$ cat src/design/sfq_pkg.sv
package sfq_pkg;

    typedef enum logic [1:0] {
        CMD_ENQ    = 2'd0,
        CMD_DEQ    = 2'd1,
        CMD_PEEK   = 2'd2,
        CMD_SEARCH = 2'd3
    } command_t;

    typedef enum logic [1:0] {
        ST_OK    = 2'd0,
        ST_EMPTY = 2'd1,
        ST_FULL  = 2'd2
    } status_t;

    // Broadcast operation for the row of storage cells
    typedef enum logic [1:0] {
        OP_HOLD   = 2'd0,
        OP_PUSH   = 2'd1,
        OP_POP    = 2'd2,
        OP_ROTATE = 2'd3
    } cell_op_t;

    localparam int unsigned FIELD_W    = 32;
    localparam int unsigned POS_W      = 4;
    localparam int unsigned OCC_W      = 5;

endpackage

$ cat src/design/sfq_cell.sv
module sfq_cell #(
    parameter int unsigned DATA_WIDTH = 32
) (
    input  logic                  aclk,
    input  logic                  aresetn,
    input  sfq_pkg::cell_op_t     op,
    input  logic                  prev_valid,
    input  logic                  next_valid,
    input  logic [DATA_WIDTH-1:0] next_data,
    input  logic [DATA_WIDTH-1:0] head_data,
    input  logic [DATA_WIDTH-1:0] in_data,
    output logic                  valid,
    output logic [DATA_WIDTH-1:0] data
);
    import sfq_pkg::*;

    logic                  valid_reg;
    logic                  valid_next;
    logic [DATA_WIDTH-1:0] data_reg;
    logic [DATA_WIDTH-1:0] data_next;

    always_comb begin
        valid_next = valid_reg;
        data_next  = data_reg;
        unique case (op)
            OP_HOLD: begin
            end
            OP_PUSH: begin
                // first free cell behind the last occupied one takes the value
                if (!valid_reg && prev_valid) begin
                    valid_next = 1'b1;
                    data_next  = in_data;
                end
            end
            OP_POP: begin
                if (valid_reg) begin
                    if (next_valid) begin
                        data_next = next_data;
                    end else begin
                        valid_next = 1'b0;
                    end
                end
            end
            OP_ROTATE: begin
                // last occupied cell wraps the head value around
                if (valid_reg) begin
                    data_next = next_valid ? next_data : head_data;
                end
            end
            default: begin
            end
        endcase
    end

    always_ff @(posedge aclk) begin
        if (!aresetn) begin
            valid_reg <= 1'b0;
        end else begin
            valid_reg <= valid_next;
        end
    end

    always_ff @(posedge aclk) begin
        data_reg <= data_next;
    end

    assign valid = valid_reg;
    assign data  = data_reg;

endmodule

$ cat src/design/searchable_fifo_queue_core.sv
// Searchable FIFO queue.
// Input channel (s_valid/s_ready) carries a command and a value: enqueue,
// dequeue, peek at head, or search for the first entry equal to the value.
// Each accepted transaction yields exactly one result on the m_ channel with
// status, item value, found flag, position from head, occupancy and empty flag.
// Entries live in a row of DEPTH cells ordered from head (cell 0) to tail.
// Enqueue fills the first free cell, dequeue shifts every cell one step
// toward the head.
// Enqueue, dequeue, peek and any command on an empty queue register their
// result in the cycle after acceptance. A search rotates the row one cell
// per cycle, comparing at the head cell, then registers its result once free;
// the rotation count equals the occupancy, which restores the original order.
// One command is in flight at a time; s_ready is high when no search runs and
// the result register is empty or being taken in the same cycle.
// When the receiver stalls, the result holds on the m_ ports and no new
// transaction is accepted until it is taken.
// Reset (aresetn low, synchronous) empties the queue and the result register.
module searchable_fifo_queue_core #(
    parameter int unsigned DEPTH      = 16,
    parameter int unsigned DATA_WIDTH = 32
) (
    input  logic               aclk,
    input  logic               aresetn,
    input  logic               s_valid,
    output logic               s_ready,
    input  logic [1:0]         s_command,
    input  logic signed [31:0] s_value,
    output logic               m_valid,
    input  logic               m_ready,
    output logic [1:0]         m_status,
    output logic signed [31:0] m_item_value,
    output logic               m_found,
    output logic [3:0]         m_position,
    output logic [4:0]         m_occupancy,
    output logic               m_is_empty
);
    import sfq_pkg::*;

    localparam int unsigned CNT_W = $clog2(DEPTH + 1);
    localparam int unsigned EXT_W = (DATA_WIDTH > FIELD_W) ? DATA_WIDTH : FIELD_W;

    typedef enum logic [2:0] {
        S_IDLE   = 3'b001,
        S_SEARCH = 3'b010,
        S_FINISH = 3'b100
    } state_t;

    state_t                state_reg, state_next;
    logic [CNT_W-1:0]      count_reg, count_next;
    logic [CNT_W-1:0]      idx_reg, idx_next;
    logic [CNT_W-1:0]      pos_reg, pos_next;
    logic                  found_reg, found_next;
    logic [DATA_WIDTH-1:0] key_reg, key_next;

    logic                  m_valid_reg, m_valid_next;
    logic [1:0]            m_status_reg, m_status_next;
    logic [FIELD_W-1:0]    m_item_reg, m_item_next;
    logic                  m_found_reg, m_found_next;
    logic [POS_W-1:0]      m_pos_reg, m_pos_next;
    logic [OCC_W-1:0]      m_occ_reg, m_occ_next;
    logic                  m_empty_reg, m_empty_next;

    cell_op_t              cell_op;
    logic [DEPTH-1:0]      cell_valid;
    logic [DATA_WIDTH-1:0] cell_data [DEPTH];

    logic signed [EXT_W-1:0] val_ext;
    logic [DATA_WIDTH-1:0]   key_in;
    logic signed [EXT_W-1:0] head_ext;
    logic [FIELD_W-1:0]      head_item;
    logic                    out_free;
    logic                    accept;
    logic                    is_full;
    logic                    is_empty_now;

    assign val_ext   = EXT_W'(s_value);
    assign key_in    = val_ext[DATA_WIDTH-1:0];
    assign head_ext  = EXT_W'(signed'(cell_data[0]));
    assign head_item = head_ext[FIELD_W-1:0];

    assign out_free     = !m_valid_reg || m_ready;
    assign s_ready      = (state_reg == S_IDLE) && out_free;
    assign accept       = s_valid && s_ready;
    assign is_full      = (count_reg == CNT_W'(DEPTH));
    assign is_empty_now = (count_reg == '0);

    // Low bits of the occupancy and position, zero-extended when narrow
    function automatic logic [OCC_W-1:0] occ_field(input logic [CNT_W-1:0] c);
        logic [FIELD_W-1:0] w;
        w = FIELD_W'(c);
        return w[OCC_W-1:0];
    endfunction

    function automatic logic [POS_W-1:0] pos_field(input logic [CNT_W-1:0] p);
        logic [FIELD_W-1:0] w;
        w = FIELD_W'(p);
        return w[POS_W-1:0];
    endfunction

    always_comb begin
        state_next    = state_reg;
        count_next    = count_reg;
        idx_next      = idx_reg;
        pos_next      = pos_reg;
        found_next    = found_reg;
        key_next      = key_reg;
        cell_op       = OP_HOLD;

        m_valid_next  = m_valid_reg && !m_ready;
        m_status_next = m_status_reg;
        m_item_next   = m_item_reg;
        m_found_next  = m_found_reg;
        m_pos_next    = m_pos_reg;
        m_occ_next    = m_occ_reg;
        m_empty_next  = m_empty_reg;

        unique case (state_reg)
            S_IDLE: begin
                if (accept) begin
                    m_valid_next  = 1'b1;
                    m_status_next = ST_OK;
                    m_item_next   = '0;
                    m_found_next  = 1'b0;
                    m_pos_next    = '0;
                    unique case (command_t'(s_command))
                        CMD_ENQ: begin
                            if (is_full) begin
                                m_status_next = ST_FULL;
                            end else begin
                                cell_op    = OP_PUSH;
                                count_next = count_reg + CNT_W'(1);
                            end
                        end
                        CMD_DEQ: begin
                            if (is_empty_now) begin
                                m_status_next = ST_EMPTY;
                            end else begin
                                cell_op     = OP_POP;
                                m_item_next = head_item;
                                count_next  = count_reg - CNT_W'(1);
                            end
                        end
                        CMD_PEEK: begin
                            if (is_empty_now) begin
                                m_status_next = ST_EMPTY;
                            end else begin
                                m_item_next = head_item;
                            end
                        end
                        CMD_SEARCH: begin
                            if (is_empty_now) begin
                                m_status_next = ST_EMPTY;
                            end else begin
                                // result comes after the rotation pass
                                m_valid_next = 1'b0;
                                key_next     = key_in;
                                idx_next     = '0;
                                pos_next     = '0;
                                found_next   = 1'b0;
                                state_next   = S_SEARCH;
                            end
                        end
                        default: begin
                        end
                    endcase
                    m_occ_next   = occ_field(count_next);
                    m_empty_next = (count_next == '0);
                end
            end
            S_SEARCH: begin
                cell_op = OP_ROTATE;
                if (!found_reg && (cell_data[0] == key_reg)) begin
                    found_next = 1'b1;
                    pos_next   = idx_reg;
                end
                idx_next = idx_reg + CNT_W'(1);
                if (idx_reg == count_reg - CNT_W'(1)) begin
                    state_next = S_FINISH;
                end
            end
            S_FINISH: begin
                if (out_free) begin
                    m_valid_next  = 1'b1;
                    m_status_next = ST_OK;
                    m_item_next   = '0;
                    m_found_next  = found_reg;
                    m_pos_next    = pos_field(pos_reg);
                    m_occ_next    = occ_field(count_reg);
                    m_empty_next  = is_empty_now;
                    state_next    = S_IDLE;
                end
            end
            default: begin
                state_next = S_IDLE;
            end
        endcase
    end

    always_ff @(posedge aclk) begin
        if (!aresetn) begin
            state_reg   <= S_IDLE;
            count_reg   <= '0;
            m_valid_reg <= 1'b0;
        end else begin
            state_reg   <= state_next;
            count_reg   <= count_next;
            m_valid_reg <= m_valid_next;
        end
    end

    always_ff @(posedge aclk) begin
        idx_reg      <= idx_next;
        pos_reg      <= pos_next;
        found_reg    <= found_next;
        key_reg      <= key_next;
        m_status_reg <= m_status_next;
        m_item_reg   <= m_item_next;
        m_found_reg  <= m_found_next;
        m_pos_reg    <= m_pos_next;
        m_occ_reg    <= m_occ_next;
        m_empty_reg  <= m_empty_next;
    end

    genvar gi;
    generate
        for (gi = 0; gi < DEPTH; gi++) begin : g_cell
            logic                  prev_v;
            logic                  next_v;
            logic [DATA_WIDTH-1:0] next_d;

            if (gi == 0) begin : g_first
                assign prev_v = 1'b1;
            end else begin : g_mid
                assign prev_v = cell_valid[gi-1];
            end

            if (gi == DEPTH - 1) begin : g_last
                assign next_v = 1'b0;
                assign next_d = '0;
            end else begin : g_body
                assign next_v = cell_valid[gi+1];
                assign next_d = cell_data[gi+1];
            end

            sfq_cell #(
                .DATA_WIDTH (DATA_WIDTH)
            ) u_cell (
                .aclk       (aclk),
                .aresetn    (aresetn),
                .op         (cell_op),
                .prev_valid (prev_v),
                .next_valid (next_v),
                .next_data  (next_d),
                .head_data  (cell_data[0]),
                .in_data    (key_in),
                .valid      (cell_valid[gi]),
                .data       (cell_data[gi])
            );
        end
    endgenerate

    assign m_valid      = m_valid_reg;
    assign m_status     = m_status_reg;
    assign m_item_value = m_item_reg;
    assign m_found      = m_found_reg;
    assign m_position   = m_pos_reg;
    assign m_occupancy  = m_occ_reg;
    assign m_is_empty   = m_empty_reg;

endmodule

$ cat config.mk
export PLATFORM = sky130hd
export DESIGN_NAME = searchable_fifo_queue_core
export DESIGN_NICKNAME = d
export VERILOG_FILES = /design/src/design/sfq_pkg.sv /design/src/design/sfq_cell.sv /design/src/design/searchable_fifo_queue_core.sv
export SDC_FILE = /design/constraint.sdc
export NUM_CORES = 1
export LEC_CHECK = 0
export BUFFER_PORTS_ARGS = -buffer_cell sky130_fd_sc_hd__buf_4
export CAP_MARGIN = 5
export CORE_MARGIN = 1.5
export CORE_UTILIZATION = 60
export CTS_BUF_LIST = sky130_fd_sc_hd__clkbuf_8 sky130_fd_sc_hd__clkbuf_16
export CTS_CLUSTER_SIZE = 20
export DETAILED_ROUTE_END_ITERATION = 10
export PLACE_DENSITY = 0.77
export SLEW_MARGIN = 30
export SYNTH_ARGS = -nofsm -noshare
export SYNTH_HDL_FRONTEND = slang
export SYNTH_SLANG_ARGS = --single-unit
$ cat constraint.sdc
create_clock -name aclk -period 9.8 [get_ports aclk]
set_clock_uncertainty 0.1 [all_clocks]
set_input_delay 1.47 -clock aclk [delete_from_list [all_inputs] [get_ports aclk]]
set_output_delay 1.47 -clock aclk [all_outputs]
set_load 0.01 [all_outputs]
==> results.py, run 1 <==
metrics = {
    "logic_synthesis": {
        "post_synthesis_instance_total": 2330,
        "synth_nets": 2380,
        "synth_top_flop_cell": "sky130_fd_sc_hd__edfxtp_1",
        "synth_enable_flop_cells": 599,
        "synthTopCellsByArea": "sky130_fd_sc_hd__edfxtp_1 55%, sky130_fd_sc_hd__mux2_2 17%, sky130_fd_sc_hd__a221o_1 14%, sky130_fd_sc_hd__clkbuf_1 3.3%, sky130_fd_sc_hd__dfxtp_1 1.5%",
        "syn_area_um2": 32520,
        "synth_most_common_cell": "sky130_fd_sc_hd__edfxtp_1",
        "synth-seq-cells": 624,
        "synthesis.area_per_instance_um2": 13.96,
        "async_reset_ff_frac": 0,
        "synth_largest_type_area_fraction": 0.5532,
        "ys_types": 58,
        "yosys_warnings": 0,
        "seq_area_frac_synth": 0.5685,
        "yosys.area.top_type": "sky130_fd_sc_hd__edfxtp_1",
        "post_synth_most_frequent_cells": "599 x sky130_fd_sc_hd__edfxtp_1, 481 x sky130_fd_sc_hd__mux2_2, 448 x sky130_fd_sc_hd__a221o_1, 282 x sky130_fd_sc_hd__clkbuf_1, 70 x sky130_fd_sc_hd__and2_1",
    },
    "clock_tree": {
        "clk_pin_slew_ns": 0.06,
        "tritoncts_clock_tree": "built",
        "h-tree-depth": 3,
        "clock_tree.root_cell": "sky130_fd_sc_hd__clkbuf_16",
        "cts_buffer_depth": 3,
        "clk_latency_ns": 0.61,
        "cts_repair_resize_count": 0,
        "ctsHoldBuffers": 0,
        "cts.repair_timing.setup_buffer_count": 0,
        "clkSinkCount": 624,
        "cts_inserted_buffers": 68,
    },
    "placed_design": {
        "dpl.hpwl_um": 46870,
        "placement.io_buffers": 84,
        "finalWeightedCongestion": 0.8315,
        "place_inst": 2833,
        "placedInstanceArea_um2": 33370,
        "post-place-ws_ns": 3.672,
    },
    "power_and_ir_drop": {
        "peakVddDrop_uv": 116.8,
        "cellPowerDensity_nw_per_um2": 179.5,
        "design_power_total_mw": 6.365,
        "static-leakage-power_nw": 11.94,
    },
    "run_status": {
        "run_status": "finished, final reports clean",
    },
    "worst_setup_path": {
        "setup.worst_path.end_class": "register",
        "r2r_end": "g_cell[7].u_cell.data[14]$_DFFE_PP_",
        "worst-path-max-fanout": 55,
        "path_class": "input pin to register",
        "crit_start": "s_command[1]",
        "worstSetupEndpoint": "g_cell[7].u_cell.data[14]$_DFFE_PP_",
        "crit-reg2reg-launch": "count_reg[0]$_SDFFE_PN0P_",
        "timing.reg2reg.setup_slack_ns": 4.44,
        "worstRegToRegCells": 12,
        "worstSetupStartpointType": "input pin",
        "critical_path_required_ns": 9.93,
        "arrival_ns": 5.70,
    },
    "sta": {
        "hold_viol_final": 0,
        "min_period_over_period": 0.5678,
        "grt_setup_unrepaired": "false",
        "max_slew.worst_pin.slew_ns": 1.057,
        "layout_min_cycle_time_ns": 5.565,
        "finalMaxSlewViolations": 0,
        "totalNegativeSetupSlack_ns": 0,
        "fmax_mhz": 179.7,
        "setup_viol_count_final": 0,
        "timing.max_slew.rel_slack": 0.2951,
        "worst_slack_ns": 4.235,
    },
    "route": {
        "post_drt_via_cell_ratio": 7.325,
        "wl_per_cell_um": 28.28,
        "route.vias.total": 21640,
        "detail-route-antenna-nets": 0,
        "initialDrtViolationCount": 2914,
        "drc": 0,
        "wl_um": 83580,
        "drt_first_pass_iters": 6,
    },
    "layout": {
        "drive_above_1_share": 0.3307,
        "multi_input_gate_area_in_the_final_layout_um2": 12780,
        "fin_area_um2": 35450,
        "layout.nets": 2258,
        "syn_to_final_growth_pct": 9.027,
        "antenna_cells_inserted": 0,
        "largest_register_ff_count": 512,
        "ff_latch_area_um2": 18530,
        "fillerInstances": 3759,
        "final_cell_count_no_fill": 2955,
    },
    "hold_path": {
        "worstHoldStart": "g_cell[1].u_cell.data[18]$_DFFE_PP_",
        "timing.hold.worst.class": "register to register",
    },
    "global_route": {
        "via_count_of_the_first_global_routing_pass": 21030,
        "grtUsageTotal": 0.2969,
        "globalRoute.totalOverflow": 0,
        "grt_start_max_net_pins": 218,
        "initial_antenna_violation_count": 2,
        "grt_pass1_wl_um": 128200,
    },
    "floorplanning": {
        "design.core.area_um2": 53710,
        "start_util": 0.6055,
        "chip_width_um": 235.8,
        "die_y_extent_um": 235.8,
        "die_footprint_um2": 55600,
        "ioPinCount": 85,
        "core.rowCount": 85,
    },
    "flow_run": {
        "max_cap_violations": 0,
    },
}
## worst min-delay path by stage
stage / to / slack [ns] / cells after the start
6_report: g_cell[0].u_cell.data[18]$_DFFE_PP_ / 0.42 / 1
3_5_place_dp: g_cell[0].u_cell.data[19]$_DFFE_PP_ / 0.40 / 1
2_1_floorplan: g_cell[0].u_cell.data[0]$_DFFE_PP_ / 0.39 / 1
4_1_cts: g_cell[0].u_cell.data[26]$_DFFE_PP_ / 0.42 / 1
3_3_place_gp: g_cell[0].u_cell.data[18]$_DFFE_PP_ / 0.40 / 1
5_1_grt: g_cell[0].u_cell.data[22]$_DFFE_PP_ / 0.43 / 1
## through the flow
step | hold WS, ns | utilization
floorplan | 0.3949 | -
global placement | 0.3968 | 0.6180
detailed placement | 0.4048 | 0.6213
CTS | 0.4170 | 0.6594
global route | 0.4321 | 0.6601
finish | 0.4159 | 0.6601
## power by group
group	total (mW)	internal [mW]	switching, mW
Combinational	0.715	0.342	0.373
Sequential	3.24	3.11	0.137
Clock	2.41	1.36	1.05
Total	6.36	4.81	1.56
## cell type report
type,count,area share
Sequential cell,624,0.5226
Tap cell,696,0.02456
Clock inverter,48,0.006141
Clock buffer,73,0.05153
Timing Repair Buffer,131,0.03190
Inverter,26,0.002753
Multi-Input combinational cell,1357,0.3605
## critical path, cell delays in order
cell and delay, ns:
sky130_fd_sc_hd__buf_4 0.12, sky130_fd_sc_hd__inv_1 0.08, sky130_fd_sc_hd__ha_1 0.44, sky130_fd_sc_hd__o21ai_0 0.25, sky130_fd_sc_hd__o21ai_0 0.53, sky130_fd_sc_hd__inv_1 0.21
sky130_fd_sc_hd__ha_4 0.40, sky130_fd_sc_hd__buf_4 0.36, sky130_fd_sc_hd__or2_2 0.59, sky130_fd_sc_hd__buf_16 0.27, sky130_fd_sc_hd__a2111oi_2 0.36, sky130_fd_sc_hd__buf_4 0.53
## cell usage in the layout (no fill, tap or decap), types with 11 or more instances in the layout
cell type	n
sky130_fd_sc_hd__a21o_1	32
sky130_fd_sc_hd__a21oi_1	36
sky130_fd_sc_hd__a221o_1	448
sky130_fd_sc_hd__a31oi_1	16
sky130_fd_sc_hd__and2_1	70
sky130_fd_sc_hd__buf_4	120
sky130_fd_sc_hd__clkbuf_16	73
sky130_fd_sc_hd__clkinv_1	20
sky130_fd_sc_hd__dfxtp_1	11
sky130_fd_sc_hd__edfxtp_1	599
sky130_fd_sc_hd__inv_1	45
sky130_fd_sc_hd__mux2_2	481
sky130_fd_sc_hd__nand2_1	25
sky130_fd_sc_hd__nand2b_1	11
sky130_fd_sc_hd__nand3_1	11
sky130_fd_sc_hd__nor2_1	31
sky130_fd_sc_hd__nor2b_1	11
sky130_fd_sc_hd__o21ai_0	40
sky130_fd_sc_hd__xnor2_1	39
## routing by layer
layer / GRT usage / wire length, um / up-vias
met3: 0.03663 / 6295 / 147
met1: 0.4278 / 35220 / 11190
li1: - / - / 9282
met4: 0.1058 / 2375 / 2
met5: 0 / 13 / -
met2: 0.4677 / 39670 / 1020
## cell families after synthesis
family,after synthesis,share of synthesized area
DFF,624,0.5685
AOI/OAI and AO/OA,602,0.1685
muxes,482,0.1669
buffers and inverters,349,0.04290
and+or+nand+nor,217,0.03675
xor gates and xnor gates,44,0.01185
adders and majority gates,12,0.004617
No activity file was read; power rests on OpenSTA's default activity.
==> run 2: changes to the inputs <==
Settings changed: CORE_UTILIZATION 60 to 57.
Clock period 9.8 ns to 4.9 ns, I/O delays scaled along.
==> run 2 against run 1 <==
Die area rose by 5.2%. Highest routed layer is now met4. Clock power rose by 110%. Cell count rose by 2.6%. Worst setup slack got worse by 4.0 ns. Routed wire length rose by 4.5%. Sequential share of layout area fell by 0.59 points. Via count rose by 0.40%. Critical path type is now register to register. First-iteration DRC count fell by 12%. Combinational power rose by 110%. Non-clock buffer count rose by 19.
==> results.py, run 2 (synthesized netlist as in run 1, its figures left out) <==
metrics = {
    "run_status": {
        "run_status": "finished, final reports clean",
    },
    "worst_setup_path": {
        "timing.reg2reg.setup_slack_ns": 0.25,
        "kind_of_cell_adding_the_most_delay_to_the_critical_path": "simple AND/OR/NAND/NOR gates",
        "critPathSlowestCell": "sky130_fd_sc_hd__buf_4",
        "worst-path-max-fanout": 28,
        "setup.worst_path.end_class": "register",
        "arrival_ns": 4.78,
        "path_class": "register to register",
        "critical_path_required_ns": 5.04,
        "critical_path.cell_chain": "inv_1 -> ha_1 -> or4b_4 -> a31oi_1 -> inv_1 -> ha_1 -> nor2_1 -> buf_4 -> a21oi_1 -> nor2_1 -> a31oi_1 -> nor2_4 -> buf_4",
        "cp.buffers_inverters": 4,
        "critical_path.max_stage_delay_ns": 0.56,
        "worstSetupStartpointType": "register",
    },
    "floorplanning": {
        "core.rowCount": 87,
        "chip_width_um": 241.8,
        "die_y_extent_um": 241.8,
        "die_footprint_um2": 58490,
        "ioPinCount": 85,
        "design.core.area_um2": 56390,
        "start_util": 0.5767,
    },
    "clock_tree": {
        "tritoncts_clock_tree": "built",
        "clock_tree.root_cell": "sky130_fd_sc_hd__clkbuf_16",
        "clk_pin_slew_ns": 0.06,
        "clk_latency_ns": 0.62,
        "ctsHoldBuffers": 0,
        "cts_inserted_buffers": 68,
        "h-tree-depth": 3,
        "cts_repair_resize_count": 0,
        "clkSinkCount": 624,
        "cts_buffer_depth": 3,
    },
    "global_route": {
        "grtUsageTotal": 0.2955,
        "grt_start_max_net_pins": 188,
        "globalRoute.totalOverflow": 0,
        "via_count_of_the_first_global_routing_pass": 21190,
        "grt_pass1_wl_um": 133200,
        "initial_antenna_violation_count": 3,
    },
    "layout": {
        "most_common_library_cell_in_the_layout_ignoring_fill_and_taps": "sky130_fd_sc_hd__edfxtp_1",
        "final_cell_count_no_fill": 3033,
        "syn_to_final_growth_pct": 10.24,
        "final_cell_mix": "599 x sky130_fd_sc_hd__edfxtp_1, 481 x sky130_fd_sc_hd__mux2_2, 448 x sky130_fd_sc_hd__a221o_1",
        "fin_area_um2": 35850,
        "largest_register_ff_count": 512,
        "drive_above_1_share": 0.3440,
        "layout.nets": 2277,
    },
    "sta": {
        "hold_viol_final": 0,
        "totalNegativeSetupSlack_ns": 0,
        "grt_setup_unrepaired": "false",
        "timing.max_slew.rel_slack": 0.3418,
        "finalMaxSlewViolations": 0,
        "setup_viol_count_final": 0,
        "worst_slack_ns": 0.2530,
        "max_slew.worst_pin.slew_ns": 0.9874,
        "min_period_over_period": 0.9484,
        "layout_min_cycle_time_ns": 4.647,
        "fmax_mhz": 215.2,
    },
    "placed_design": {
        "placedInstanceArea_um2": 33630,
        "place_inst": 2910,
        "dpl.hpwl_um": 48920,
        "finalWeightedCongestion": 0.8866,
        "placement.io_buffers": 84,
        "post-place-ws_ns": 0.3211,
    },
    "hold_path": {
        "timing.hold.worst.class": "input pin to register",
    },
    "route": {
        "drt_first_pass_iters": 6,
        "wl_um": 87360,
        "route.vias.total": 21730,
        "drc": 0,
        "initialDrtViolationCount": 2569,
        "post_drt_via_cell_ratio": 7.165,
        "detail-route-antenna-nets": 0,
        "wl_per_cell_um": 28.80,
    },
    "power_and_ir_drop": {
        "design_power_total_mw": 13.07,
        "peakVddDrop_uv": 304.5,
        "cellPowerDensity_nw_per_um2": 364.6,
        "static-leakage-power_nw": 12.06,
    },
    "flow_run": {
        "max_cap_violations": 0,
    },
}
run 2: layer usage:
| metal | up-vias | routed length [um] | GRT usage |
|---|---|---|---|
| met1 | 11200 | 35910 | 0.4149 |
| li1 | 9309 | - | - |
| met4 | 0 | 3071 | 0.1219 |
| met3 | 159 | 7406 | 0.04828 |
| met5 | - | 0 | 0 |
| met2 | 1062 | 40970 | 0.4597 |
run 2: area by class of cell:
type,instances,area [um^2]
Inverter,26,97.59
Timing Repair Buffer,150,1270
Antenna cell,1,2.502
Clock inverter,46,371.6
Multi-Input combinational cell,1357,12840
Sequential cell,624,18520
Clock buffer,73,1793
Fill cell,4153,20540
Tap cell,756,945.9
run 2: per-stage QoR:
step,util,hold slack [ns]
floorplan,-,0.3949
global placement,0.5956,0.3971
detailed placement,0.5964,0.4042
CTS,0.6348,0.1850
global route,0.6357,0.1980
finish,0.6357,0.2092
run 2: path summary, 6_finish.rpt:
check        cells past startpoint                                   to                                from
min                              1                 key_reg[2]$_DFFE_PP_                          s_value[2]
max                             13  g_cell[2].u_cell.data[28]$_DFFE_PP_           count_reg[1]$_SDFFE_PN0P_
max reg2reg                     13  g_cell[2].u_cell.data[28]$_DFFE_PP_           count_reg[1]$_SDFFE_PN0P_
min reg2reg                      1   g_cell[0].u_cell.data[3]$_DFFE_PP_  g_cell[1].u_cell.data[3]$_DFFE_PP_
run 2: timing repair:
item / CTS / global route
setup endpoints to repair: 0 / 15
setup buffers: 0 / 2
endpoints found under the hold margin: 0 / 0
run 2: power breakdown:
part	leakage (nW)	internal, mW	switching, mW
logic	5.23	0.703	0.800
registers	5.73	6.21	0.267
clock network	1.09	2.91	2.18
total	12.1	9.83	3.24
run 2: worst reg2reg max path: stages (launching register included):
cell	delay (ns)
sky130_fd_sc_hd__dfxtp_1	0.38
sky130_fd_sc_hd__inv_1	0.16
sky130_fd_sc_hd__ha_1	0.29
sky130_fd_sc_hd__or4b_4	0.55
sky130_fd_sc_hd__a31oi_1	0.53
sky130_fd_sc_hd__inv_1	0.28
sky130_fd_sc_hd__ha_1	0.29
sky130_fd_sc_hd__nor2_1	0.42
sky130_fd_sc_hd__buf_4	0.23
sky130_fd_sc_hd__a21oi_1	0.05
sky130_fd_sc_hd__nor2_1	0.14
sky130_fd_sc_hd__a31oi_1	0.08
sky130_fd_sc_hd__nor2_4	0.21
sky130_fd_sc_hd__buf_4	0.56
